[src/rtl/assert_macros.svh]
// ----------------------------------------------------------------------------
// Assertion macros used by the RTL
// ----------------------------------------------------------------------------
`ifndef ASSERT_MACROS_SVH
`define ASSERT_MACROS_SVH

// Clocked check, held off while reset is asserted.
`define ASSERT_CLK(label, clk, rst_n, prop, msg) \
    label: assert property (@(posedge clk) disable iff (!rst_n) prop) else $error(msg);

// Implication check, held off while reset is asserted.
`define ASSERT_IMPL(label, clk, rst_n, ante, cons, msg) \
    label: assert property (@(posedge clk) disable iff (!rst_n) (ante) |-> (cons)) \
        else $error(msg);

`endif

[src/rtl/dmc_pkg.sv]
// ----------------------------------------------------------------------------
// dmc_pkg
// Shared constants and types of the direct-mapped cache tag check unit.
// ----------------------------------------------------------------------------
package dmc_pkg;

    localparam int MAX_LINES_DEF = 1024;

    localparam int ADDR_W    = 32;
    localparam int CFG_W     = 4;
    localparam int CFG_IDX_W = 1;
    localparam int CNT_W     = 32;

    // Result beat: hit, hit_total, miss_total, padded to whole bytes
    localparam int RES_W     = 1 + 2 * CNT_W;
    localparam int RES_BYTES = (RES_W + 7) / 8;
    localparam int OUT_W     = RES_BYTES * 8;

    // Register indexes
    localparam logic [CFG_IDX_W-1:0] REG_OFFSET_BITS = 1'b0;
    localparam logic [CFG_IDX_W-1:0] REG_INDEX_BITS  = 1'b1;

    // Register reset values
    localparam logic [CFG_W-1:0] OFFSET_BITS_RST = 4'd4;
    localparam logic [CFG_W-1:0] INDEX_BITS_RST  = 4'd8;

    // Queue fill status seen by both ends
    typedef struct packed {
        logic full;
        logic empty;
    } t_q_stat;

endpackage

[src/rtl/dmc_queue.sv]
// ----------------------------------------------------------------------------
// dmc_queue
// Two-entry queue between the front (address split) and the back (lookup).
// ----------------------------------------------------------------------------
module dmc_queue #(
    parameter int DATA_W = 48
) (
    input  logic              i_clk,
    input  logic              i_rst_n,
    input  logic              i_push,
    input  logic [DATA_W-1:0] i_data,
    input  logic              i_pop,
    output logic [DATA_W-1:0] o_data,
    output dmc_pkg::t_q_stat  o_stat
);

    logic [DATA_W-1:0] r_data [2];
    logic              r_wr_ptr;
    logic              r_rd_ptr;
    logic [1:0]        r_cnt;

    always_ff @(posedge i_clk) begin
        if (!i_rst_n) begin
            r_wr_ptr <= 1'b0;
            r_rd_ptr <= 1'b0;
            r_cnt    <= 2'd0;
        end else begin
            if (i_push) begin
                r_wr_ptr <= ~r_wr_ptr;
            end
            if (i_pop) begin
                r_rd_ptr <= ~r_rd_ptr;
            end
            if (i_push && !i_pop) begin
                r_cnt <= r_cnt + 2'd1;
            end else if (!i_push && i_pop) begin
                r_cnt <= r_cnt - 2'd1;
            end
        end
    end

    always_ff @(posedge i_clk) begin
        if (i_push) begin
            r_data[r_wr_ptr] <= i_data;
        end
    end

    assign o_data       = r_data[r_rd_ptr];
    assign o_stat.full  = (r_cnt == 2'd2);
    assign o_stat.empty = (r_cnt == 2'd0);

endmodule

[config.mk]
export PLATFORM = sky130hd
export DESIGN_NAME = dmc_queue
export DESIGN_NICKNAME = d
export VERILOG_FILES = /design/src/rtl/assert_macros.svh /design/src/rtl/dmc_pkg.sv /design/src/rtl/dmc_queue.sv
export SDC_FILE = /design/constraint.sdc
export NUM_CORES = 1
export LEC_CHECK = 0
export ABC_AREA = 0
export BUFFER_PORTS_ARGS = -buffer_cell sky130_fd_sc_hd__buf_2
export CORE_UTILIZATION = 46
export DETAILED_ROUTE_END_ITERATION = 8
export PLACE_DENSITY = 0.86
export RECOVER_POWER = 25
export SKIP_LAST_GASP = 1
export SLEW_MARGIN = 10
export SYNTH_ARGS = -nofsm -noshare
export SYNTH_HDL_FRONTEND = slang
export SYNTH_SLANG_ARGS = --single-unit
[constraint.sdc]
create_clock -name i_clk -period 3.45 [get_ports i_clk]
set_input_delay 0.69 -clock i_clk [delete_from_list [all_inputs] [get_ports i_clk]]
set_output_delay 0.69 -clock i_clk [all_outputs]
set_load 0.005 [all_outputs]
After elaboration in Yosys (flattened, before gate mapping):

Memories as Yosys holds them, arrays and structs flattened. A register that Yosys moved wholly into a read port is not among the register bits.
Cells that the tools add are included.

* bits in writable memories: 96
* memories kept: 1
* output and inout bits: 50
* bits in registers: 4
* input bits: 52

Memory list
* r_data: depth 2, width 48, read ports 1, clocked after Yosys merged registers in 1, wr ports 1, RTL line dmc_queue.sv:17 `logic [DATA_W-1:0] r_data [2];`

* reductions and logical operators: 6
* bitwise gates (word level): 2
* muxes and demuxes: 6
* equal/unequal tests: 1
* add/subtract/negate cells: 2

Operators by type and width (count)
* 1-bit 2-to-1 mux: 4
* 2-bit 2-to-1 mux: 2
* 2-bit by 1-bit adder with 2-bit output, second input constant: 1
* 2-bit equality test, second input constant: 1
* 1-bit logical AND: 2
* 1-bit logical NOT: 2
* 2-bit logical NOT: 1
* 1-bit inverter: 2
* 2-bit nonzero test: 1
* 2-bit by 1-bit subtractor with 2-bit output, second input constant: 1

Longest topological paths before layout:

Gate-level depths: netlist of run 1.

* depth in word-level cells: 4
* depth in mapped cells: 5
* depth with buffers taken out: 5

Worst setup path before layout of run 1:

No wires, ideal clock.

* kind: input -> register
* start point: in i_push
* end point: mem r_data[0][0] (enable)
* stages on the path: 1
* arrival: 2.852 ns
* buffers on the path: 0
* slack: 0.138 ns
* cells stage by stage: nor2b_1

* cells in the longest elaborated chain, start to end: 2

Ends and longest elaborated chain
* from (decl): RTL line dmc_queue.sv:10 `input logic i_push,`
* 1-bit 2-to-1 mux: RTL line dmc_queue.sv:43 `if (i_push) begin`
* 1-bit 2-to-1 mux (not written as such): RTL line dmc_queue.sv:44 `r_data[r_wr_ptr] <= i_data;`
* to (decl): RTL line dmc_queue.sv:17

Every way passes these cells.

==> reports/qor.yml, run 1 <==
routing:
  avgViaCountPerCell: 4.79
  drtIter0Drc: 46
  num_vias: 1865
  wirelength_um: 5820
  remaining_drc_errors: 0
  drtPass1Iterations: 4
  ant_nets: 0
  wire_per_inst_um: 15.0
job:
  drv_cap: 0
worst_setup_path:
  critPathKind: "flip-flop to primary output"
  rrSetupSlack_ps: 1930
  worstPathMaxFanout: 23
  timing.rr.end: "r_data[0][42]$_DFFE_PP_"
  cp.arrival_ps: 1870
  critPathCaptureType: "primary output"
  critPathSlowestCell: "dfxtp_2"
  required_ps: 2760
  rr_startpoint: "r_wr_ptr$_SDFFE_PN0P_"
  worstPathCellList: "buf_4 -> mux2_2 -> buf_2"
  max_stage_delay_ps: 690
  worst-r2r-cell-count: 2
  startpoint_type: "flip-flop"
layout:
  multi_input_area_sq_um: 664
  regArea_sq_um: 2980
  layout-drive-gt1-share_pct: 55.1
  nFillCells: 631
  fin_util_pct: 58.3
  area_delta_synth_final_pct: 22.3
  instances_no_fill: 389
  nets: 335
  diodes: 0
  postLayoutCellArea_sq_um: 4500
die:
  die_w_um: 91.5
  coreArea_sq_um: 7730
  initial_utilization_pct: 47.7
  dieArea_sq_um: 8370
  die_y_um: 91.5
  fp-row-count: 32
  io_pins: 102
clock_tree:
  cts.sinks: 101
  cts_made_buffers: 9
  cts_hold_buf: 0
  clockBufferDepth: 2
  path_clk_slew_ps: 90
  cts_setup_buffers: 0
  cts_resized: 0
  cts_root_buf: "clkbuf_8"
  cts_tree: "done"
  h-tree-depth: 3
  clock_latency_ps: 350
synth:
  syn_inst: 171
  yosysSeqAreaShare_pct: 81.0
  syn-cell-area_sq_um: 3680
  synth_fa_ha_area_share_pct: 0.340
  synth_nets: 224
  yosysTopAreaCellShare_pct: 78.3
  synth_mux_area_share_pct: 14.7
  synth-simple-area-share_pct: 1.53
  synth_top_family_by_area: "multiplexers"
  post-synth-top-area-cell: "edfxtp_1"
  ys_top_cells_by_area: "edfxtp_1, mux2_2, dfxtp_1, and2_1, buf_6"
  ys_warn_count: 0
  avgSynthCellArea_sq_um: 21.5
  yosys_register_bits: 101
  synth_xor_area_share_pct: 0.714
  synth_compound_area_share_pct: 0.544
  synth_cell_type_count: 18
timing:
  maxSlewViolCount: 0
  period_share_pct: 74.3
  rsz0062_at_grt: "no"
  relSlewSlack_pct: 53.2
  timing.fmax_ghz: 0.390
  whs_ps: 510
  worst_slack_ps: 887
  final.setup.tns_ps: 0
  skew_ps: 5.12
  period_needed_ps: 2560
  finalHoldViolCount: 0
  setup_viol: 0
  worst_pin_slew_ps: 701
power_and_ir_drop:
  power_mw: 2.39
  pwr_density_cell_nw_per_um2: 531
  pwr-share-clk_pct: 29.8
  p_comb_share_pct: 9.9
  ir_worst_vdd_mv: 0.288
  power.leakage_nw: 1.67
  seqPwrFrac_pct: 60.3
  switching_share_pct: 21.3
  p_switching_mw: 0.508
  internal_power_mw: 1.88
place:
  dp_slack_ps: 1230
  dpl.cell_count: 373
  gp_congestion: 0.666
  dp_hpwl_um: 3890
  dpl-instance-area_sq_um: 4330
  port_buffers: 101
worst_hold_path:
  min_to: "r_cnt[1]$_SDFFE_PN0P_"
  worstHoldStart: "r_cnt[1]$_SDFFE_PN0P_"
  hp-class: "flip-flop to flip-flop"
  hold_depth: 2
global_route:
  grt_overflow: 0
  grt_antenna_before_repair: 0
  grt_max_degree: 49
  first_global_vias: 1868
  grt_pass1_wl_um: 8870
  grt_usage_pct: 14.4
status:
  outcome: "completed"
==> cells in the final DEF, fill, tap and decap left out, types with 2 or more instances in the layout <==
master / synthesis / final
mux2_2: 48 / 48
clkbuf_1: 0 / 14
buf_4: 1 / 3
clkbuf_8: 0 / 9
dfxtp_1: 5 / 4
edfxtp_1: 96 / 96
buf_2: 2 / 88
clkinv_4: 0 / 2
and2_1: 4 / 3
xor2_1: 2 / 2
==> worst max-delay path by stage <==
stage	from	end	slack, ps	depth (start not counted)
after floorplan	i_push	r_data[0][0]$_DFFE_PP_	140	1
after global placement	flip-flop	o_data[15]	1250	3
after detailed placement	flip-flop	o_data[22]	1230	3
after CTS	flip-flop	o_data[22]	820	3
after global routing	flip-flop	o_data[22]	750	3
final	flip-flop	o_data[22]	890	3
==> routing by layer <==
layer  part of all wire (%)  GRT usage [%]  vias up
met4                    1.2           7.14        0
met5                      0              0        -
li1                       -              -      888
met2                     53           24.7       62
met3                    5.1           3.35        8
met1                     41           16.9      907
==> area by class of cell <==
class | instances | share of cell area (%)
clock buffers | 10 | 2.83
clock inverters | 6 | 1.42
inverters | 1 | 0.0834
multi-input cells | 64 | 14.8
flip-flops and latches | 101 | 66.3
well taps | 102 | 2.83
repair buffers | 105 | 11.8
==> cell usage after synthesis (all sizes together) <==
cell	n
edfxtp	96
inv	1
dfxtp	5
o21a	1
buf	5
ha	1
xor2	2
nor2b	2
or3	1
a21boi	1
and2	4
and2b	1
o21ai	1
xnor2	1
nor2	1
mux2	48
==> state kept, by name (all words and copies together), names as in the netlist, named ones only <==
register	cells
r_data	96
r_wr_ptr	1
r_cnt	2
r_rd_ptr	1
==> power by group through the flow <==
| stage | sequential, mW | combinational [mW] | clock, mW |
|---|---|---|---|
| final | 1.44 | 0.237 | 0.712 |
| after global routing | 1.45 | 0.260 | 0.776 |
| after CTS | 1.44 | 0.244 | 0.740 |
| after floorplan | 1.46 | 0.139 | 0 |
| after detailed placement | 1.47 | 0.244 | 0 |
| after global placement | 1.47 | 0.237 | 0 |
==> cells by family after synthesis <==
family                     Yosys count
AOI/OAI and AO/OA                    3
xor gates and xnor gates             3
adders and majority gates            1
buffers and inverters                6
DFF                                101
muxes                               48
and+or+nand+nor                      9
==> critical path, delay by kind of cell, from the launching register on <==
kind                   cells  cell delay, ps
flip-flops                 1             690
multiplexers               1             360
buffers and inverters      2             450
Power figures use the tool's default switching activity.
==> run 2, diff against run 1 <==
- ABC_AREA: 0 -> 1
- CORE_UTILIZATION: 46 -> 47
- PLACE_DENSITY: 0.86 -> 0.88
- clock period: 3.45 -> 2.2 ns (I/O delays scaled with it)
==> run 2 against run 1 <==
  * Via count increased by 1.9%
  * Clock skew increased by 0.62 ps
  * Sequential share of layout area decreased by 0.93 points
  * Total power increased by 51%
  * Die area increased by 0.20%
  * Critical path depth unchanged
  * Critical endpoint is now o_data[0]
  * Count of clock-buffer cells in the layout decreased by 1
==> reports/qor.yml, run 2 <==
status:
  outcome: "completed"
layout:
  nets: 350  # +4.5%
  layout-drive-gt1-share_pct: 53.6  # -1.4 points
  largest-register: "r_data"
  diodes: 0  # unchanged
  multi_input_area_sq_um: 721  # +8.5%
  area_delta_synth_final_pct: 21.1
  regArea_sq_um: 2980  # unchanged
  final_common_cell: "edfxtp_1"
  reg.largest.list: "r_data: 96 flops, r_cnt: 2 flops"
  nFillCells: 600  # -4.9%
  final_cell_mix: "edfxtp_1, buf_2, mux2_2"
  largest_reg_flops: 96  # unchanged
worst_setup_path:
  worstPathCellList: "buf_4 -> mux2_2 -> buf_2"
  worstPathMaxFanout: 24  # +4.3%
  critPathCaptureType: "primary output"
  required_ps: 1760  # -1000 ps
  critPathKind: "flip-flop to primary output"
  max_stage_delay_ps: 380  # -310 ps
  cp.arrival_ps: 1550  # -320 ps
  startpoint_type: "flip-flop"
  critPathSlowestCell: "mux2_2"
synth:
  post-synth-top-area-cell: "edfxtp_1"
  synth_flop_cell: "edfxtp_1"
  ys_top_cells_by_area: "edfxtp_1, mux2_2, mux2_4, dfxtp_1, nor2_1"
  yosysSeqAreaShare_pct: 79.1  # -1.9 points
  yosys-top-cells-count: "edfxtp_1, mux2_2, mux2_4"
  yosys_register_bits: 101  # unchanged
  syn_inst: 184  # +7.6%
  post-synth-top-count-cell: "edfxtp_1"
  synth_cell_type_count: 14  # -4
  syn-cell-area_sq_um: 3770  # +2.4%
  synthArstFlopShare_pct: 0  # unchanged
  synth-edff-count: 96  # unchanged
  ys_warn_count: 0  # unchanged
  yosysTopAreaCellShare_pct: 76.5  # -1.8 points
  avgSynthCellArea_sq_um: 20.5  # -4.9%
  synth_nets: 237  # +5.8%
timing:
  finalHoldViolCount: 0  # unchanged
  skew_ps: 5.74  # +0.618 ps
  rsz0062_at_grt: "no"
  relSlewSlack_pct: 73.7  # +20 points
  period_needed_ps: 1990
  worst_slack_ps: 207  # -680 ps
  whs_ps: 268  # -241 ps
  timing.fmax_ghz: 0.502
  period_share_pct: 90.6
  worst_pin_slew_ps: 395  # -306 ps
  final.setup.tns_ps: 0  # unchanged
  maxSlewViolCount: 0  # unchanged
  setup_viol: 0  # unchanged
clock_tree:
  path_clk_slew_ps: 90  # about the same
  cts_hold_buf: 0  # unchanged
  clock_latency_ps: 350  # about the same
  cts_setup_buffers: 0  # unchanged
  h-tree-depth: 3  # unchanged
  cts.sinks: 101  # unchanged
  cts_made_buffers: 9  # unchanged
  clockBufferDepth: 2  # unchanged
  cts_resized: 0  # unchanged
  cts_tree: "done"
  cts_root_buf: "clkbuf_8"
power_and_ir_drop:
  pwr-share-clk_pct: 27.4  # -2.4 points
  internal_power_mw: 2.82  # +50%
  ir_worst_vdd_mv: 0.493  # +71%
  seqPwrFrac_pct: 62.2  # +1.9 points
  switching_share_pct: 21.9  # +0.58 points
  p_comb_share_pct: 10.4  # +0.5 points
  pwr_density_cell_nw_per_um2: 790  # +49%
  power_mw: 3.61  # +51%
  power.leakage_nw: 1.78  # +6.6%
  p_switching_mw: 0.789  # +55%
place:
  port_buffers: 101  # unchanged
  dp_hpwl_um: 4080  # +4.8%
  dp_slack_ps: 577  # -648 ps
  gp_congestion: 0.694  # +4.1%
die:
  fp-row-count: 32  # unchanged
  io_pins: 102  # unchanged
  die_w_um: 91.6  # about the same
  initial_utilization_pct: 48.8  # +1.1 points
  die_y_um: 91.6  # about the same
  dieArea_sq_um: 8380  # +0.20%
  coreArea_sq_um: 7730  # unchanged
worst_hold_path:
  hp-class: "input port to flip-flop"
global_route:
  grt_pass1_wl_um: 8950  # +0.94%
  grt_antenna_before_repair: 0  # unchanged
  grt_overflow: 0  # unchanged
  grt_max_degree: 26  # -47%
  first_global_vias: 1939  # +3.8%
  grt_usage_pct: 14.4  # +0.052 points
routing:
  remaining_drc_errors: 0  # unchanged
  num_vias: 1900  # +1.9%
  drtPass1Iterations: 4  # unchanged
  wire_per_inst_um: 14.6  # -2.7%
  wirelength_um: 5880  # +1.1%
  drtIter0Drc: 54  # +17%
  avgViaCountPerCell: 4.70  # -1.9%
  ant_nets: 0  # unchanged
job:
  drv_cap: 0  # unchanged
run 2: metal layers:
layer	global-route usage, %	share of wire, %
met4	6.35	1.9
met5	0	0
met3	4.44	5.7
met2	25.1	50
met1	16.2	42
run 2: worst max-delay path, delay by kind of cell (launching register included):
kind / cells / cell delay (ps)
buf+inv: 2 / 480
flops: 1 / 330
mux: 1 / 380
run 2: final timing paths:
path / start / endpoint / slack, ps / cells past startpoint
worst min-delay path: i_data[42] / r_data[1][42]$_DFFE_PP_ / 270 / 1
worst min register to register: r_rd_ptr$_SDFFE_PN0P_ / r_rd_ptr$_SDFFE_PN0P_ / 530 / 2
worst max-delay path: flip-flop / o_data[0] / 210 / 3
worst max register to register: r_wr_ptr$_SDFFE_PN0P_ / r_data[1][46]$_DFFE_PP_ / 1000 / 3
run 2: power groups by stage:
stage / combinational, mW / clock (mW) / sequential, mW
2_1_floorplan: 0.214 / 0 / 2.28
3_3_place_gp: 0.371 / 0 / 2.28
3_5_place_dp: 0.384 / 0 / 2.29
4_1_cts: 0.385 / 1.02 / 2.25
5_1_grt: 0.409 / 1.09 / 2.25
6_report: 0.376 / 0.987 / 2.25
run 2: layout make-up:
cell class / instances / area share (%)
Clock buffer: 9 / 2.71
Clock inverter: 7 / 0.904
Inverter: 8 / 0.658
Multi-Input combinational cell: 70 / 15.8
Sequential cell: 101 / 65.3
Tap cell: 102 / 2.79
Timing Repair Buffer: 107 / 11.8
run 2: stage by stage:
step / instances / util, % / cell area (sq um)
final: 404 / 59.1 / 4570
after global routing: 404 / 59.1 / 4570
after CTS: 404 / 59.2 / 4580
after detailed placement: 388 / 57.1 / 4410
after global placement: 388 / 57.1 / 4410
after floorplan: 184 / - / 3770
run 2: cell families after synthesis:
logic type	after synthesis	synth area share (%)
AOI/OAI and AO/OA	2	0.265
adders and majority gates	1	0.332
buffers and inverters	13	1.96
DFF	101	79.1
muxes	48	16.3
and+or+nand+nor	19	1.99
==> run 3, diff against run 2 <==
- clock period: 2.2 -> 1.6 ns (I/O delays scaled with it)
==> run 3 against run 2 <==
  * The run now ends with negative setup slack left
  * Sequential power grew 37%
  * Combinational power grew 66%
  * Count of clock-buffer cells in the layout grew 2
  * Critical endpoint is now o_data[37]
  * Highest routed layer unchanged
==> reports/qor.yml, run 3 (synthesis gave the netlist of run 2 again) <==
timing:
  relSlewSlack_pct: 89.6  # +16 points
  maxSlewViolCount: 0  # unchanged
  setup_viol: 48  # +48
  rsz0062_at_grt: "yes"
  period_needed_ps: 1730
  worst_pin_slew_ps: 154  # -241 ps
  finalHoldViolCount: 0  # unchanged
  worst_slack_ps: -134  # -341 ps
  period_share_pct: 108
  timing.fmax_ghz: 0.577
  final.setup.tns_ps: -4740  # -4740 ps
  skew_ps: 6.53  # +0.792 ps
worst_hold_path:
  worstHoldStart: "i_data[32]"
  hp-class: "input port to flip-flop"
die:
  die_y_um: 91.6  # unchanged
  fp-row-count: 32  # unchanged
  initial_utilization_pct: 48.8  # unchanged
  io_pins: 102  # unchanged
  dieArea_sq_um: 8380  # unchanged
  coreArea_sq_um: 7730  # unchanged
  die_w_um: 91.6  # unchanged
status:
  violations: "negative setup slack"
  outcome: "finished, violations left"
clock_tree:
  cts_hold_buf: 0  # unchanged
  cts.sinks: 101  # unchanged
  cts_root_buf: "clkbuf_8"
  path_clk_slew_ps: 90  # about the same
  h-tree-depth: 3  # unchanged
  cts_tree: "done"
  clock_latency_ps: 340  # about the same
  cts_made_buffers: 9  # unchanged
  clockBufferDepth: 2  # unchanged
power_and_ir_drop:
  p_comb_share_pct: 12.3  # +1.9 points
  seqPwrFrac_pct: 61.0  # -1.2 points
  pwr_density_cell_nw_per_um2: 1050  # +33%
  power.leakage_nw: 1.85  # +4.3%
  p_switching_mw: 1.09  # +38%
  switching_share_pct: 21.5  # -0.38 points
  pwr-share-clk_pct: 26.7  # -0.7 points
  ir_worst_vdd_mv: 0.660  # +34%
  internal_power_mw: 3.98  # +41%
layout:
  reg.largest.list: "r_data: 96 flops, r_cnt: 2 flops"
  nets: 353  # +0.86%
  largest-register: "r_data"
  final_cell_mix: "edfxtp_1, buf_2, mux2_2"
  diodes: 0  # unchanged
  nFillCells: 577  # -3.8%
  final_common_cell: "edfxtp_1"
  largest_reg_flops: 96  # unchanged
  layout-drive-gt1-share_pct: 53.8  # +0.13 points
  area_delta_synth_final_pct: 27.4
routing:
  num_vias: 1954  # +2.8%
  drtPass1Iterations: 4  # unchanged
  ant_nets: 0  # unchanged
  drtIter0Drc: 58  # +7.4%
  wire_per_inst_um: 15.1  # +3.6%
  remaining_drc_errors: 0  # unchanged
  avgViaCountPerCell: 4.80  # +2.1%
  wirelength_um: 6140  # +4.3%
place:
  gp_congestion: 0.692  # -0.35%
  port_buffers: 101  # unchanged
  dp_slack_ps: 211  # -367 ps
  dp_hpwl_um: 4120  # +1.0%
global_route:
  first_global_vias: 1992  # +2.7%
  grt_pass1_wl_um: 9230  # +3.2%
  grt_max_degree: 26  # unchanged
  grt_overflow: 0  # unchanged
  grt_usage_pct: 15.1  # +0.72 points
  grt_antenna_before_repair: 0  # unchanged
worst_setup_path:
  timing.rr.end: "r_data[1][34]$_DFFE_PP_"
  critPathKind: "flip-flop to primary output"
  worstPathMaxFanout: 7  # -71%
  critPathCaptureType: "primary output"
  endpoint: "o_data[37]"
  rrSetupSlack_ps: 460  # -540 ps
  critPathSlowestCell: "dfxtp_4"
  startpoint_type: "flip-flop"
  required_ps: 1280  # -480 ps
  rr_startpoint: "r_wr_ptr$_SDFFE_PN0P_"
  worstPathCellList: "buf_12 -> buf_16 -> mux2_4 -> buf_6"
  cp.arrival_ps: 1410  # -140 ps
  max_stage_delay_ps: 400  # +20 ps
  worst-r2r-cell-count: 3  # unchanged
job:
  drv_cap: 0  # unchanged
## run 3: worst min path at each step
stage	cells after the start	slack, ps	to
after global routing	1	130	r_data[1][32]$_DFFE_PP_
after detailed placement	2	500	r_rd_ptr$_SDFFE_PN0P_
after global placement	2	480	r_rd_ptr$_SDFFE_PN0P_
after floorplan	0	420	r_data[0][0]$_DFFE_PP_
after CTS	1	140	r_data[0][17]$_DFFE_PP_
final	1	160	r_data[1][32]$_DFFE_PP_
## run 3: power groups by stage
stage | clock [mW] | combinational [mW] | sequential (mW)
global route | 1.48 | 0.677 | 3.10
global placement | 0 | 0.540 | 3.14
floorplan | 0 | 0.297 | 3.14
detailed placement | 0 | 0.560 | 3.15
finish | 1.35 | 0.624 | 3.09
CTS | 1.40 | 0.615 | 3.09
## run 3: per-layer routing
metal / track usage (%) / vias up / wire length, um
li1: - / 932 / -
met1: 16.3 / 942 / 2430
met2: 27.8 / 69 / 3270
met3: 4.10 / 11 / 338
met4: 6.35 / 0 / 104
met5: 0 / - / 0
## run 3: per-stage QoR
stage               hold WS [ps]  power, mW  std cells  area [sq um]  util [%]
detailed placement           504       3.71        388          4490      58.1
CTS                          137       5.11        407          4770      61.8
global placement             479       3.68        388          4490      58.1
global route                 128       5.26        407          4800      62.2
finish                       156       5.07        407          4800      62.2
floorplan                    419       3.43        184          3780         -
## run 3: timing repair
item	in CTS	in global routing
endpoints found under the setup margin	48	48
setup buffers	1	0
cloned	2	0
resized for setup	9	7
pin swaps	0	0
## run 3: final cells by class
type / instances / area [sq um] / share of cell area, %
Tap cell: 102 / 128 / 2.66
Inverter: 8 / 33.8 / 0.703
Sequential cell: 101 / 2990 / 62.2
Multi-Input combinational cell: 70 / 721 / 15.0
Timing Repair Buffer: 110 / 769 / 16.0
Clock inverter: 5 / 35.0 / 0.729
Clock buffer: 11 / 131 / 2.73
## run 3: critical path: cells and delay by family (launching register included)
| kind | cells | cell delay (ps) |
|---|---|---|
| buffers and inverters | 3 | 380 |
| multiplexers | 1 | 300 |
| flip-flops | 1 | 400 |
