File: src/rtl/assert_macros.svh
// ----------------------------------------------------------------------------
// Assertion macros used by the RTL
// ----------------------------------------------------------------------------
`ifndef ASSERT_MACROS_SVH
`define ASSERT_MACROS_SVH

// Clocked check, held off while reset is asserted.
`define ASSERT_CLK(label, clk, rst_n, prop, msg) \
    label: assert property (@(posedge clk) disable iff (!rst_n) prop) else $error(msg);

// Implication check, held off while reset is asserted.
`define ASSERT_IMPL(label, clk, rst_n, ante, cons, msg) \
    label: assert property (@(posedge clk) disable iff (!rst_n) (ante) |-> (cons)) \
        else $error(msg);

`endif

File: src/rtl/dmc_pkg.sv
// ----------------------------------------------------------------------------
// dmc_pkg
// Shared constants and types of the direct-mapped cache tag check unit.
// ----------------------------------------------------------------------------
package dmc_pkg;

    localparam int MAX_LINES_DEF = 1024;

    localparam int ADDR_W    = 32;
    localparam int CFG_W     = 4;
    localparam int CFG_IDX_W = 1;
    localparam int CNT_W     = 32;

    // Result beat: hit, hit_total, miss_total, padded to whole bytes
    localparam int RES_W     = 1 + 2 * CNT_W;
    localparam int RES_BYTES = (RES_W + 7) / 8;
    localparam int OUT_W     = RES_BYTES * 8;

    // Register indexes
    localparam logic [CFG_IDX_W-1:0] REG_OFFSET_BITS = 1'b0;
    localparam logic [CFG_IDX_W-1:0] REG_INDEX_BITS  = 1'b1;

    // Register reset values
    localparam logic [CFG_W-1:0] OFFSET_BITS_RST = 4'd4;
    localparam logic [CFG_W-1:0] INDEX_BITS_RST  = 4'd8;

    // Queue fill status seen by both ends
    typedef struct packed {
        logic full;
        logic empty;
    } t_q_stat;

endpackage

File: src/rtl/dmc_front.sv
// ----------------------------------------------------------------------------
// dmc_front
// Holds the split widths, takes address beats and splits each into a line
// index and a tag for the lookup queue.
// ----------------------------------------------------------------------------
module dmc_front #(
    parameter int MAX_B   = 10,
    parameter int LINE_AW = 10
) (
    input  logic                          i_clk,
    input  logic                          i_rst_n,
    // configuration writes
    input  logic                          i_cfg_valid,
    output logic                          o_cfg_ready,
    input  logic [dmc_pkg::CFG_IDX_W-1:0] i_cfg_addr,
    input  logic [dmc_pkg::CFG_W-1:0]     i_cfg_data,
    // address beats
    input  logic                          i_valid,
    output logic                          o_ready,
    input  logic [dmc_pkg::ADDR_W-1:0]    i_addr,
    // queue side
    input  logic                          i_clearing,
    input  dmc_pkg::t_q_stat              i_q_stat,
    output logic                          o_push,
    output logic [LINE_AW-1:0]            o_line,
    output logic [dmc_pkg::ADDR_W-1:0]    o_tag
);

    logic [dmc_pkg::CFG_W-1:0] r_offset_bits;
    logic [dmc_pkg::CFG_W-1:0] r_index_bits;
    logic [4:0]                w_ib;
    logic [4:0]                w_tag_sh;
    logic [dmc_pkg::ADDR_W-1:0] w_sh_addr;

    always_ff @(posedge i_clk) begin
        if (!i_rst_n) begin
            r_offset_bits <= dmc_pkg::OFFSET_BITS_RST;
            r_index_bits  <= dmc_pkg::INDEX_BITS_RST;
        end else if (i_cfg_valid) begin
            unique case (i_cfg_addr)
                dmc_pkg::REG_OFFSET_BITS: r_offset_bits <= i_cfg_data;
                dmc_pkg::REG_INDEX_BITS:  r_index_bits  <= i_cfg_data;
                default: ;
            endcase
        end
    end

    assign o_cfg_ready = 1'b1;

    // Clamp the index width to what the line store holds
    always_comb begin
        if ({1'b0, r_index_bits} > 5'(MAX_B)) begin
            w_ib = 5'(MAX_B);
        end else begin
            w_ib = {1'b0, r_index_bits};
        end
        w_tag_sh  = 5'({1'b0, r_offset_bits} + w_ib);
        w_sh_addr = i_addr >> r_offset_bits;
    end

    assign o_line  = LINE_AW'(w_sh_addr) & ~({LINE_AW{1'b1}} << w_ib);
    assign o_tag   = i_addr >> w_tag_sh;
    assign o_ready = !i_q_stat.full && !i_clearing;
    assign o_push  = i_valid && o_ready;

endmodule

File: config.mk
export PLATFORM = sky130hd
export DESIGN_NAME = dmc_front
export DESIGN_NICKNAME = d
export VERILOG_FILES = /design/src/rtl/assert_macros.svh /design/src/rtl/dmc_pkg.sv /design/src/rtl/dmc_front.sv
export SDC_FILE = /design/constraint.sdc
export NUM_CORES = 1
export LEC_CHECK = 0
export BUFFER_PORTS_ARGS = -buffer_cell sky130_fd_sc_hd__buf_4
export CAP_MARGIN = 20
export CORE_MARGIN = 5
export CORE_UTILIZATION = 54
export CTS_CLUSTER_SIZE = 8
export DETAILED_ROUTE_END_ITERATION = 8
export GPL_ROUTABILITY_DRIVEN = 0
export HOLD_SLACK_MARGIN = 0.1
export MAX_ROUTING_LAYER = met4
export PLACE_DENSITY = 0.83
export SKIP_CTS_REPAIR_TIMING = 1
export SYNTH_ARGS = -nofsm -noshare
export SYNTH_HDL_FRONTEND = slang
export SYNTH_SLANG_ARGS = --single-unit
File: constraint.sdc
create_clock -name i_clk -period 11.1 [get_ports i_clk]
set_input_delay 3.33 -clock i_clk [delete_from_list [all_inputs] [get_ports i_clk]]
set_output_delay 3.33 -clock i_clk [all_outputs]
set_load 0.01 [all_outputs]
Yosys cells after proc, flatten, opt, wreduce, memory -nomap -nowiden
Index checks and enable logic that the tools add are counted.

Bits in registers: 8. Output and inout port bits: 45. Logic and storage cells: 17.

Add/sub/neg operators: 1. $lt $le $gt $ge: 1. Shift operators: 3. Muxes and demuxes: 1. Bitwise operators: 3. Reduce and logical (&&, ||, !) cells: 6.

Operator list (number): >> shifter 32 x 4 -> 10 bit (1); >> shifter 32 x 5 -> 32 bit (1); bitwise AND 10 bit (1); inverter 10 bit (1); left shift 10 x 5 -> 10 bit (first input constant) (1); adder 4 x 5 -> 5 bit (1); > comparator 4 bit (second input constant) (1); two-way mux 4 bit (1); AND reduction 2 bit (2); logical AND 1 bit (2); logical NOT 1 bit (2); inverter 1 bit (1).

Depth between registers and ports, before layout
Gate-level depths: netlist of the first run.

Word-level depth: 5. Depth in mapped cells: 13. Depth with buffers taken out: 11.

Worst setup path after synthesis of the first run
No wires, ideal clock.

Path type: input to output. Start: input i_addr[11] (netlist bit). End: output o_line[0]. Arrival time: 4.410 ns. Required time: 7.770 ns. Setup slack: 3.360 ns. Stages on the path: 3. Buffers on the path: 0. Path through: mux4_2 > mux4_2 > a21boi_0.

Word-level cells in the longest chain between the ends: 2.

RTL lines: start, declared (RTL line dmc_front.sv:20) `input logic [dmc_pkg::ADDR_W-1:0] i_addr,`; >> shifter 32 x 4 -> 10 bit (RTL line dmc_front.sv:58) `w_sh_addr = i_addr >> r_offset_bits;`; bitwise AND 10 bit (RTL line dmc_front.sv:61) `assign o_line = LINE_AW'(w_sh_addr) & ~({LINE_AW{1'b1}} << w_ib);`; end, declared (RTL line dmc_front.sv:25) `output logic [LINE_AW-1:0] o_line,`.

No other way between the ends.

Worst setup path after layout of the first run
Start: input i_addr[24] (netlist bit). End: output o_tag[0] (netlist bit).

Word-level cells in the longest chain between the ends: 1.

RTL lines: >> shifter 32 x 5 -> 32 bit (RTL line dmc_front.sv:62) `assign o_tag = i_addr >> w_tag_sh;`; end, declared (RTL line dmc_front.sv:26) `output logic [dmc_pkg::ADDR_W-1:0] o_tag`.

No other way between the ends.

==> metrics.txt, run 1 <==
Max Clock Freq=122 MHz; max capacitance violation total=0; flop2flop setup slack=9.82 ns; H-tree level count=1; synthesized instance count=328; GRT Overall Usage=24.5%; transition time at the pin with the least slew margin=1.10 ns; Netlist Area Pre-Place=2960 um2; critical path arrival=about 4.8 ns; WL per Instance=19.1 um; Area Growth Syn to Fin=22.7%; static leakage=0.00150 uW; Routed Wire Length=approximately 9 mm; Post-layout nets=~440; number of input and output port buffers inserted=86; final design utilization=67.1%; cell with the most instances after synthesis=mux4_2; worst r2r dst=r_offset_bits[0]$_SDFFE_PN0P_; count of routing violations after the opening detailed-route iteration=202; count of pins on the block boundary=89; outcome=finished, final reports clean; fraction of the mapped netlist area in adder cells=2.62%; sum of overflow across all layers after global routing=0; fraction of synthesized cell area taken by the top area cell type=35.0%; fraction of registers with async set or reset after synthesis=0%; hold violation total from the final report=0; dominant combinational cell family by area after synthesis=multiplexers; critical path required time=7.77 ns; Clock Sinks=8; number of buffers added by the clock tree synthesis step=3; final critical delay including setup and external delays=8.17 ns; max_slew headroom=26.6%; number of vias per cell=6.73; sum of net half-perimeters after detailed placement=6.74 mm; share of synthesized area occupied by flip-flops and latches=around 5.4%; setup repair after global routing missed its margin=no; cell type with the largest total area after synthesis=mux4_2; number of inserted diodes=0; vias post-DR=3,097; Post-synth top cells=46 x mux4_2, 33 x nand2_1, 33 x nor2_1; #FFs+latches synth=8; worst min-delay path category=flip-flop to flip-flop; fill cell total of the finished layout=449; worst-case setup slack after placement=2.99 ns; depth of the worst register-to-register path=5; Worst Clk Skew=0 ns; full die area=7060 um2; Core Box Area=around 5400 um2; Die Span Y=around 84 um; largest net degree at the start of global routing=43; power density of the placed cells=~90 nW/um2; Max Transition Viols Final=0; cell at the root of the clock tree=clkbuf_8; setup total negative slack=0 ns; CTS tree=done; number of core rows=27; mean instance size in the synthesized netlist=9.02 um2; Antenna Violating Nets Remaining=0; antenna violations before repair=0; Primary FF master, synth=dfxtp_1; Synth Area in XOR/XNOR=1.48%; final count of negative-setup-slack endpoints=0; hold endpoint=r_index_bits[0]$_SDFFE_PN0P_; DRC violation count after routing=0; Skew-Pair Late Insertion Delay=around 0.22 ns; largest voltage drop on the vdd net=0.0000751 V; critical path capture point type=output pin; Final Instance Area=3630 um2; Worst Path Max Fanout=5; simple-gate share of the synthesized area=between 10% and 20%; mux contribution to synthesized area=48.1%; clock transition at the registers of the reported paths=0.04 ns; top area cells in the synthesized netlist=mux4_2 35%, mux2i_1 8.5%, dfxtp_1 5.4%; hold path depth=2; initial core utilization=54.7%; post-synthesis cell type count=51; worst-case setup margin in the final layout=2.93 ns; compound-cell area share of the yosys netlist=18.3%; number of buffers on the longest clock path=2; share of final-layout standard cells stronger than drive strength 1=40.5%; startpoint type of the worst setup path=input pin; origin of the critical flop-to-flop path=r_offset_bits[0]$_SDFFE_PN0P_; total nets after synthesis=between 300 and 400; first-pass detailed-route iteration total=5; worst hold start=r_index_bits[0]$_SDFFE_PN0P_; Cell Area, Placed=3540 um2; first-pass GRT wire length=14.2 mm; share of the clock period used by the worst path after layout=73.6%; number of synthesized flops with an enable pin=0; total number of yosys warnings=0; vias in the first global route=2,923; Chip Width=84.0 um; kind of critical path=input pin to output pin
==> where the power goes <==
group | switching, uW | leakage, uW | internal [uW]
clock | 11.2 | 0.0000216 | 23.5
sequential | 5.00 | 0.0000656 | 30.3
combinational | 127 | 0.00141 | 131
==> layout make-up <==
cell class	count	area, um2	share of cell area [%]
Clock buffer	3	41.3	1.14
Inverter	5	18.8	0.517
Multi-Input combinational cell	281	2610	71.9
Sequential cell	8	160	4.41
Tap cell	72	90.1	2.48
Timing Repair Buffer	91	711	19.6
==> cells by family after synthesis <==
logic type,Yosys count
xor gates and xnor gates,5
adders and majority gates,6
AOI/OAI and AO/OA,79
DFF,8
buffers and inverters,39
and+or+nand+nor,107
muxes,83
other,1
==> worst max-delay path, cell delays in order <==
cell and delay (ns):
buf_4 0.13, mux4_2 0.50, a2bb2oi_1 0.36, mux2_2 0.26
a21oi_1 0.08, buf_4 0.18
==> cell usage in the layout (no fill, tap or decap), types with 2 or more instances in the layout <==
| cell type | n |
|---|---|
| mux4_2 | 46 |
| o211ai_1 | 3 |
| a32o_1 | 2 |
| o21a_1 | 3 |
| a21oi_1 | 20 |
| nand4_1 | 2 |
| o21ai_0 | 11 |
| and3_1 | 3 |
| o21ai_1 | 2 |
| a21boi_0 | 4 |
| a222oi_1 | 2 |
| nand3_1 | 6 |
| nand2_1 | 33 |
| nor2b_1 | 13 |
| maj3_1 | 2 |
| o22a_1 | 3 |
| dfxtp_1 | 8 |
| xnor2_1 | 2 |
| nor3_1 | 5 |
| o22ai_1 | 5 |
| a211oi_1 | 9 |
| ha_1 | 3 |
| a21o_1 | 4 |
| buf_4 | 89 |
| a31oi_1 | 2 |
| mux2i_1 | 25 |
| nand2b_1 | 4 |
| mux2_2 | 12 |
| nor2_1 | 33 |
| and2_1 | 5 |
| clkbuf_8 | 3 |
| inv_1 | 5 |
==> flip-flops by register name (all words and copies together), names as in the netlist <==
register and cells:
r_index_bits 4, r_offset_bits 4
==> layer usage <==
layer	routed length (um)	track usage [%]	part of all wire, %
met5	0	-	0
met4	142	4.82	1.6
met3	937	2.96	11
met2	4370	41.6	50
met1	3340	31.7	38
==> through the flow <==
stage               power, uW  hold WS [ns]  cells
finish                    328         0.598    460
CTS                       324         0.589    458
global placement          285         0.568    455
detailed placement        289         0.584    455
global route              350         0.635    460
floorplan                 199         0.563    328
==> how the worst max path moves through the flow <==
stage,startpoint,endpoint,depth (start not counted)
2_1_floorplan,i_addr[11],o_line[0],3
3_3_place_gp,i_addr[30],o_tag[1],8
3_5_place_dp,i_addr[24],o_tag[0],6
4_1_cts,i_addr[24],o_tag[0],6
5_1_grt,i_addr[30],o_tag[1],8
6_report,i_addr[24],o_tag[0],6
Power figures use the tool's default switching activity.
==> run 2, diff against run 1 <==
- ABC_AREA: unset -> 1
- CORE_UTILIZATION: 54 -> 49
- PLACE_DENSITY: 0.83 -> 0.79
- clock period: 11.1 -> 7.3 ns (I/O delays scaled with it)
==> run 2 against run 1 <==
Routed wire length increased by 23%. Clock power increased by 55%. Combinational power increased by 110%. Synthesized cell count increased by 84%. Critical path depth increased by 4. Critical path type is now flip-flop to output pin.
==> metrics.txt, run 2 <==
share of the clock period used by the worst path after layout=86.2%; antenna violations before repair=0; DRC violation count after routing=0; top area cells in the synthesized netlist=nand3_1 39%, nand2_1 18%, o21ai_0 5.9%; worst r2r dst=r_offset_bits[1]$_SDFFE_PN0P_; worst hold start=r_index_bits[2]$_SDFFE_PN0P_; Antenna Violating Nets Remaining=0; delay of the slowest cell on the worst path=0.76 ns; cell class contributing the biggest share of worst-path delay=buffers and inverters; Routed Wire Length=10.8 mm; final design utilization=about 61%; Clock Sinks=8; mean instance size in the synthesized netlist=~5.1 um2; number of buffers on the longest clock path=2; number of vias per cell=6.29; smallest hold slack=0.598 ns; origin of the critical flop-to-flop path=r_offset_bits[1]$_SDFFE_PN0P_; cell type with the largest total area after synthesis=nand3_1; #FFs+latches synth=8; H-tree level count=1; worst min-delay path category=flip-flop to flip-flop; post-synthesis cell type count=40; GRT Overall Usage=27.7%; static leakage=0.00181 uW; kind of critical path=flip-flop to output pin; flop2flop setup slack=roughly 5.7 ns; worst-case setup slack after placement=1.38 ns; clock transition at the registers of the reported paths=0.04 ns; fraction of registers with async set or reset after synthesis=0%; transition time at the pin with the least slew margin=0.937 ns; CTS tree=done; number of input and output port buffers inserted=86; cell at the root of the clock tree=clkbuf_8; cell with the most instances after synthesis=nand3_1; critical path capture point type=output pin; Area Growth Syn to Fin=19.2%; number of core rows=28; compound-cell area share of the yosys netlist=14.8%; critical path required time=5.11 ns; outcome=finished, final reports clean; vias post-DR=roughly 4,500; Skew-Pair Late Insertion Delay=0.23 ns; Worst Path Max Fanout=32; vias in the first global route=3,913; fraction of the mapped netlist area in adder cells=1.89%; Core Box Area=5990 um2; depth of the worst register-to-register path=2; top library cells by usage in the layout, fill and taps aside=236 x nand3_1, 150 x nand2_1, 89 x buf_4, 36 x o21ai_0, 26 x nor2_1; count of routing violations after the opening detailed-route iteration=580; setup total negative slack=0 ns; total nets after synthesis=650; number of inserted diodes=0; largest net degree at the start of global routing=37; count of pins on the block boundary=89; first-pass GRT wire length=17.7 mm; mux contribution to synthesized area=under 10%; Synth Area in XOR/XNOR=0.902%; WL per Instance=14.9 um; Die Span Y=88.9 um; share of synthesized area occupied by flip-flops and latches=5.25%; Worst Clk Skew=0 ns; first-pass detailed-route iteration total=6; full die area=7900 um2; Max Clock Freq=approximately 160 MHz; hold endpoint=r_index_bits[2]$_SDFFE_PN0P_; startpoint type of the worst setup path=flip-flop; worst-case setup margin in the final layout=1.01 ns; total number of yosys warnings=0; critical-path cell with the highest stage delay=dfxtp_1; fraction of synthesized cell area taken by the top area cell type=38.7%; synthesized instance count=602; Netlist Area Pre-Place=3050 um2; largest registers=r_index_bits: 4 flops, r_offset_bits: 4 flops; hold path depth=2; most common library cell in the layout ignoring fill and taps=nand3_1; Post-synth top cells=236 x nand3_1, 150 x nand2_1, 36 x o21ai_0; sum of overflow across all layers after global routing=0; max capacitance violation total=0; sum of net half-perimeters after detailed placement=8.10 mm; largest voltage drop on the vdd net=0.000128 V; hold violation total from the final report=0; Post-layout nets=698; simple-gate share of the synthesized area=approximately 65%; dominant combinational cell family by area after synthesis=simple AND/OR/NAND/NOR gates; cell chain of the critical path=inv_1, fa_1, buf_4, inv_1, nor3_1, nand2_1, nand3_1, nand3_1, nand2_1, buf_4; power density of the placed cells=179 nW/um2; share of final-layout standard cells stronger than drive strength 1=approximately 17%; max_slew headroom=37.5%; Chip Width=around 89 um; Primary FF master, synth=dfxtp_1; critical path arrival=4.10 ns; Max Transition Viols Final=0; final critical delay including setup and external delays=6.29 ns; final count of negative-setup-slack endpoints=0; initial core utilization=50.9%; number of buffers added by the clock tree synthesis step=3; number of buffers and inverters on the critical path=4; setup repair after global routing missed its margin=no; number of synthesized flops with an enable pin=0
## run 2: changes by cell type in the layout (fill, tap and decap cells not counted), moves of 5 or more
| cell | change |
|---|---|
| a211oi_1 | -8 |
| inv_1 | +16 |
| mux4_2 | -46 |
| mux2i_1 | -21 |
| nor2_1 | -7 |
| nand2_1 | +117 |
| mux2_2 | -12 |
| nor2b_1 | -13 |
| o21ai_0 | +25 |
| nand3_1 | +230 |
| and2_1 | -5 |
## run 2: metrics by stage
| stage | cell area, um2 | cells | power, uW |
|---|---|---|---|
| finish | 3630 | 723 | 652 |
| detailed placement | 3590 | 720 | 586 |
| floorplan | 3050 | 602 | 412 |
| global route | 3630 | 723 | 715 |
| CTS | 3630 | 723 | 641 |
| global placement | 3590 | 720 | 578 |
## run 2: cell families after synthesis
group,after synthesis
buffers and inverters,72
AO/OA/AOI/OAI,79
AND/OR/NAND/NOR,433
other,1
flip-flops,8
multiplexers,4
XOR/XNOR,1
adder cells (fa/ha/maj),4
## run 2: final cells by class
cell class	count	area, um2
multi-input cells	522	2570
fillers	615	2360
repair buffers	89	668
flip-flops and latches	8	160
inverters	26	97.6
well taps	75	93.8
clock buffers	3	41.3
## run 2: how the worst max path moves through the flow
stage                                        startpoint        end  depth (start not counted)
after floorplan                              i_addr[14]  o_line[6]                          7
after global placement    r_offset_bits[1]$_SDFFE_PN0P_   o_tag[3]                         10
after detailed placement  r_offset_bits[1]$_SDFFE_PN0P_   o_tag[3]                         10
after CTS                 r_offset_bits[1]$_SDFFE_PN0P_   o_tag[3]                         10
after global routing      r_offset_bits[1]$_SDFFE_PN0P_  o_tag[19]                         10
final                     r_offset_bits[1]$_SDFFE_PN0P_   o_tag[3]                         10
## run 2: report_power, final
part	total, uW	switching, uW	internal, uW	leakage [uW]
registers	55.8	8.90	46.9	0.0000661
clock network	53.8	18.0	35.8	0.0000216
logic	542	332	210	0.00172
total	652	359	293	0.00181
## run 2: layer usage
layer	GRT usage, %	up-vias	share of wire (%)
met3	3.41	16	11
met5	-	-	0
met1	36.5	2042	42
met4	6.46	0	1.2
met2	45.3	300	46
li1	-	2189	-
## run 2: tightest hold or removal path, delay by kind of cell, from the launching register on
kind | cells | cell delay, ns
buffers and inverters | 1 | 0.10
DFF | 1 | 0.38
AOI/OAI and AO/OA | 1 | 0.06
==> run 3, diff against run 2 <==
- RECOVER_POWER: unset -> 25
==> run 3 against run 2 <==
Routed wire length is 0.31% lower. Clock power is 2% higher. Register-to-register slack hardly changed. Sequential power hardly changed. Cell count stayed put. Utilization is 0.31 points lower. Global-route usage stayed put. Sequential share of layout area hardly changed. Die area stayed put. Hold slack better by 0.0019 ns. Non-clock buffer count stayed put.
==> metrics.txt, run 3 (synthesized netlist as in run 2, its figures left out) <==
smallest hold slack=0.600 ns; fill cell total of the finished layout=618; flop2flop setup slack=approximately 5.7 ns; Routed Wire Length=10.7 mm; origin of the critical flop-to-flop path=r_offset_bits[1]$_SDFFE_PN0P_; number of buffers added by the clock tree synthesis step=3; Core Box Area=between 5000 and 6000 um2; worst setup path start=r_offset_bits[1]$_SDFFE_PN0P_; most common library cell in the layout ignoring fill and taps=nand3_1; net switching power=358 uW; static leakage=around 0.0018 uW; cell internal pwr=290 uW; setup total negative slack=0 ns; H-tree level count=1; sum of net half-perimeters after detailed placement=8.10 mm; vias in the first global route=3,913; largest net degree at the start of global routing=37; Max Clock Freq=roughly 160 MHz; count of pins on the block boundary=just under 90; share of the clock period used by the worst path after layout=86.0%; end point of the critical path=o_tag[3]; number of inserted diodes=0; critical path capture point type=output pin; Area Growth Syn to Fin=18.5%; Clock Sinks=8; final critical delay including setup and external delays=6.28 ns; hold path depth=2; Die Span Y=88.9 um; sequential cell fraction of total power=8.6%; Antenna Violating Nets Remaining=0; startpoint type of the worst setup path=flip-flop; transition time at the pin with the least slew margin=0.949 ns; max_slew headroom=36.7%; Chip Width=88.9 um; depth of the worst register-to-register path=2; Max Transition Viols Final=0; outcome=finished, final reports clean; max capacitance violation total=0; Post-layout nets=698; Switching Fraction=55.3%; setup repair after global routing missed its margin=no; full die area=7900 um2; worst r2r dst=r_offset_bits[1]$_SDFFE_PN0P_; final count of negative-setup-slack endpoints=0; critical-path cell with the highest stage delay=dfxtp_1; proportion of power drawn by combinational gates=83.0%; WL per Instance=14.8 um; first-pass GRT wire length=approximately 18 mm; top library cells by usage in the layout, fill and taps aside=236 x nand3_1, 150 x nand2_1, 83 x buf_4, 36 x o21ai_0, 26 x nor2_1; number of core rows=28; DRC violation count after routing=0; initial core utilization=around half; delay of the slowest cell on the worst path=roughly 0.76 ns; share of final-layout standard cells stronger than drive strength 1=15.9%; largest registers=r_index_bits: 4 flops, r_offset_bits: 4 flops; cell at the root of the clock tree=clkbuf_8; critical path arrival=4.09 ns; hold violation total from the final report=0; vias post-DR=4,492; clock share of power=about 8.4%; kind of critical path=flip-flop to output pin; largest voltage drop on the vdd net=0.000128 V; Worst Path Max Fanout=32; Worst Clk Skew=0 ns; power density of the placed cells=179 nW/um2; GRT Overall Usage=~28%; clock transition at the registers of the reported paths=around 0.040 ns; CTS tree=done; number of input and output port buffers inserted=86; critical path required time=5.11 ns; number of buffers on the longest clock path=2; cell chain of the critical path=inv_1, fa_1, buf_4, inv_1, nor3_1, nand2_1, nand3_1, nand3_1, nand2_1, buf_4; sum of overflow across all layers after global routing=0; first-pass detailed-route iteration total=6; number of vias per cell=6.21; Skew-Pair Late Insertion Delay=0.23 ns; count of routing violations after the opening detailed-route iteration=551; antenna violations before repair=0; worst min-delay path category=flip-flop to flip-flop
-- run 3: how the worst min path moves through the flow --
stage,endpoint,startpoint
after detailed placement,r_index_bits[2]$_SDFFE_PN0P_,r_index_bits[2]$_SDFFE_PN0P_
after CTS,r_index_bits[2]$_SDFFE_PN0P_,r_index_bits[2]$_SDFFE_PN0P_
after global placement,r_index_bits[2]$_SDFFE_PN0P_,r_index_bits[2]$_SDFFE_PN0P_
after global routing,r_index_bits[2]$_SDFFE_PN0P_,r_index_bits[2]$_SDFFE_PN0P_
after floorplan,r_index_bits[2]$_SDFFE_PN0P_,r_index_bits[2]$_SDFFE_PN0P_
final,r_index_bits[2]$_SDFFE_PN0P_,r_index_bits[2]$_SDFFE_PN0P_
-- run 3: through the flow --
step | power (uW) | util (%) | instances | setup slack, ns | area (um2)
6_report | 648 | 60.4 | 723 | 1.02 | 3620
5_1_grt | 712 | 60.4 | 723 | 0.635 | 3620
4_1_cts | 641 | 60.7 | 723 | 1.14 | 3630
3_5_place_dp | 586 | 60.0 | 720 | 1.38 | 3590
3_3_place_gp | 578 | 60.0 | 720 | 1.49 | 3590
2_1_floorplan | 412 | - | 602 | 2.08 | 3050
-- run 3: metal layers --
layer  track usage (%)  vias up  part of all wire (%)
li1                  -     2189                     -
met1              36.5     1991                    42
met2              45.3      290                    46
met3              3.41       22                    11
met4              6.46        0                   1.3
met5                 -        -                     0
-- run 3: final cells by class --
class / instances / area [um2] / area share, %
clock buffer: 3 / 41.3 / 1.14
inverter: 26 / 97.6 / 2.70
multi-input combinational: 522 / 2570 / 71.2
sequential: 8 / 160 / 4.43
tap: 75 / 93.8 / 2.60
timing repair buffer: 89 / 649 / 18.0
-- run 3: power groups by stage --
stage	Clock, uW	Combinational [uW]	Sequential (uW)
floorplan	0	361	50.3
global placement	0	522	55.8
detailed placement	0	530	56.1
CTS	53.5	532	55.3
global route	57.4	598	56.7
finish	54.7	538	55.6
-- run 3: worst max-delay path: cells and delay by family, from the launching register on --
family / cells / cell delay [ns]
adders and majority gates: 1 / 0.67
buffers and inverters: 4 / 1.47
DFF: 1 / 0.76
and+or+nand+nor: 5 / 0.94
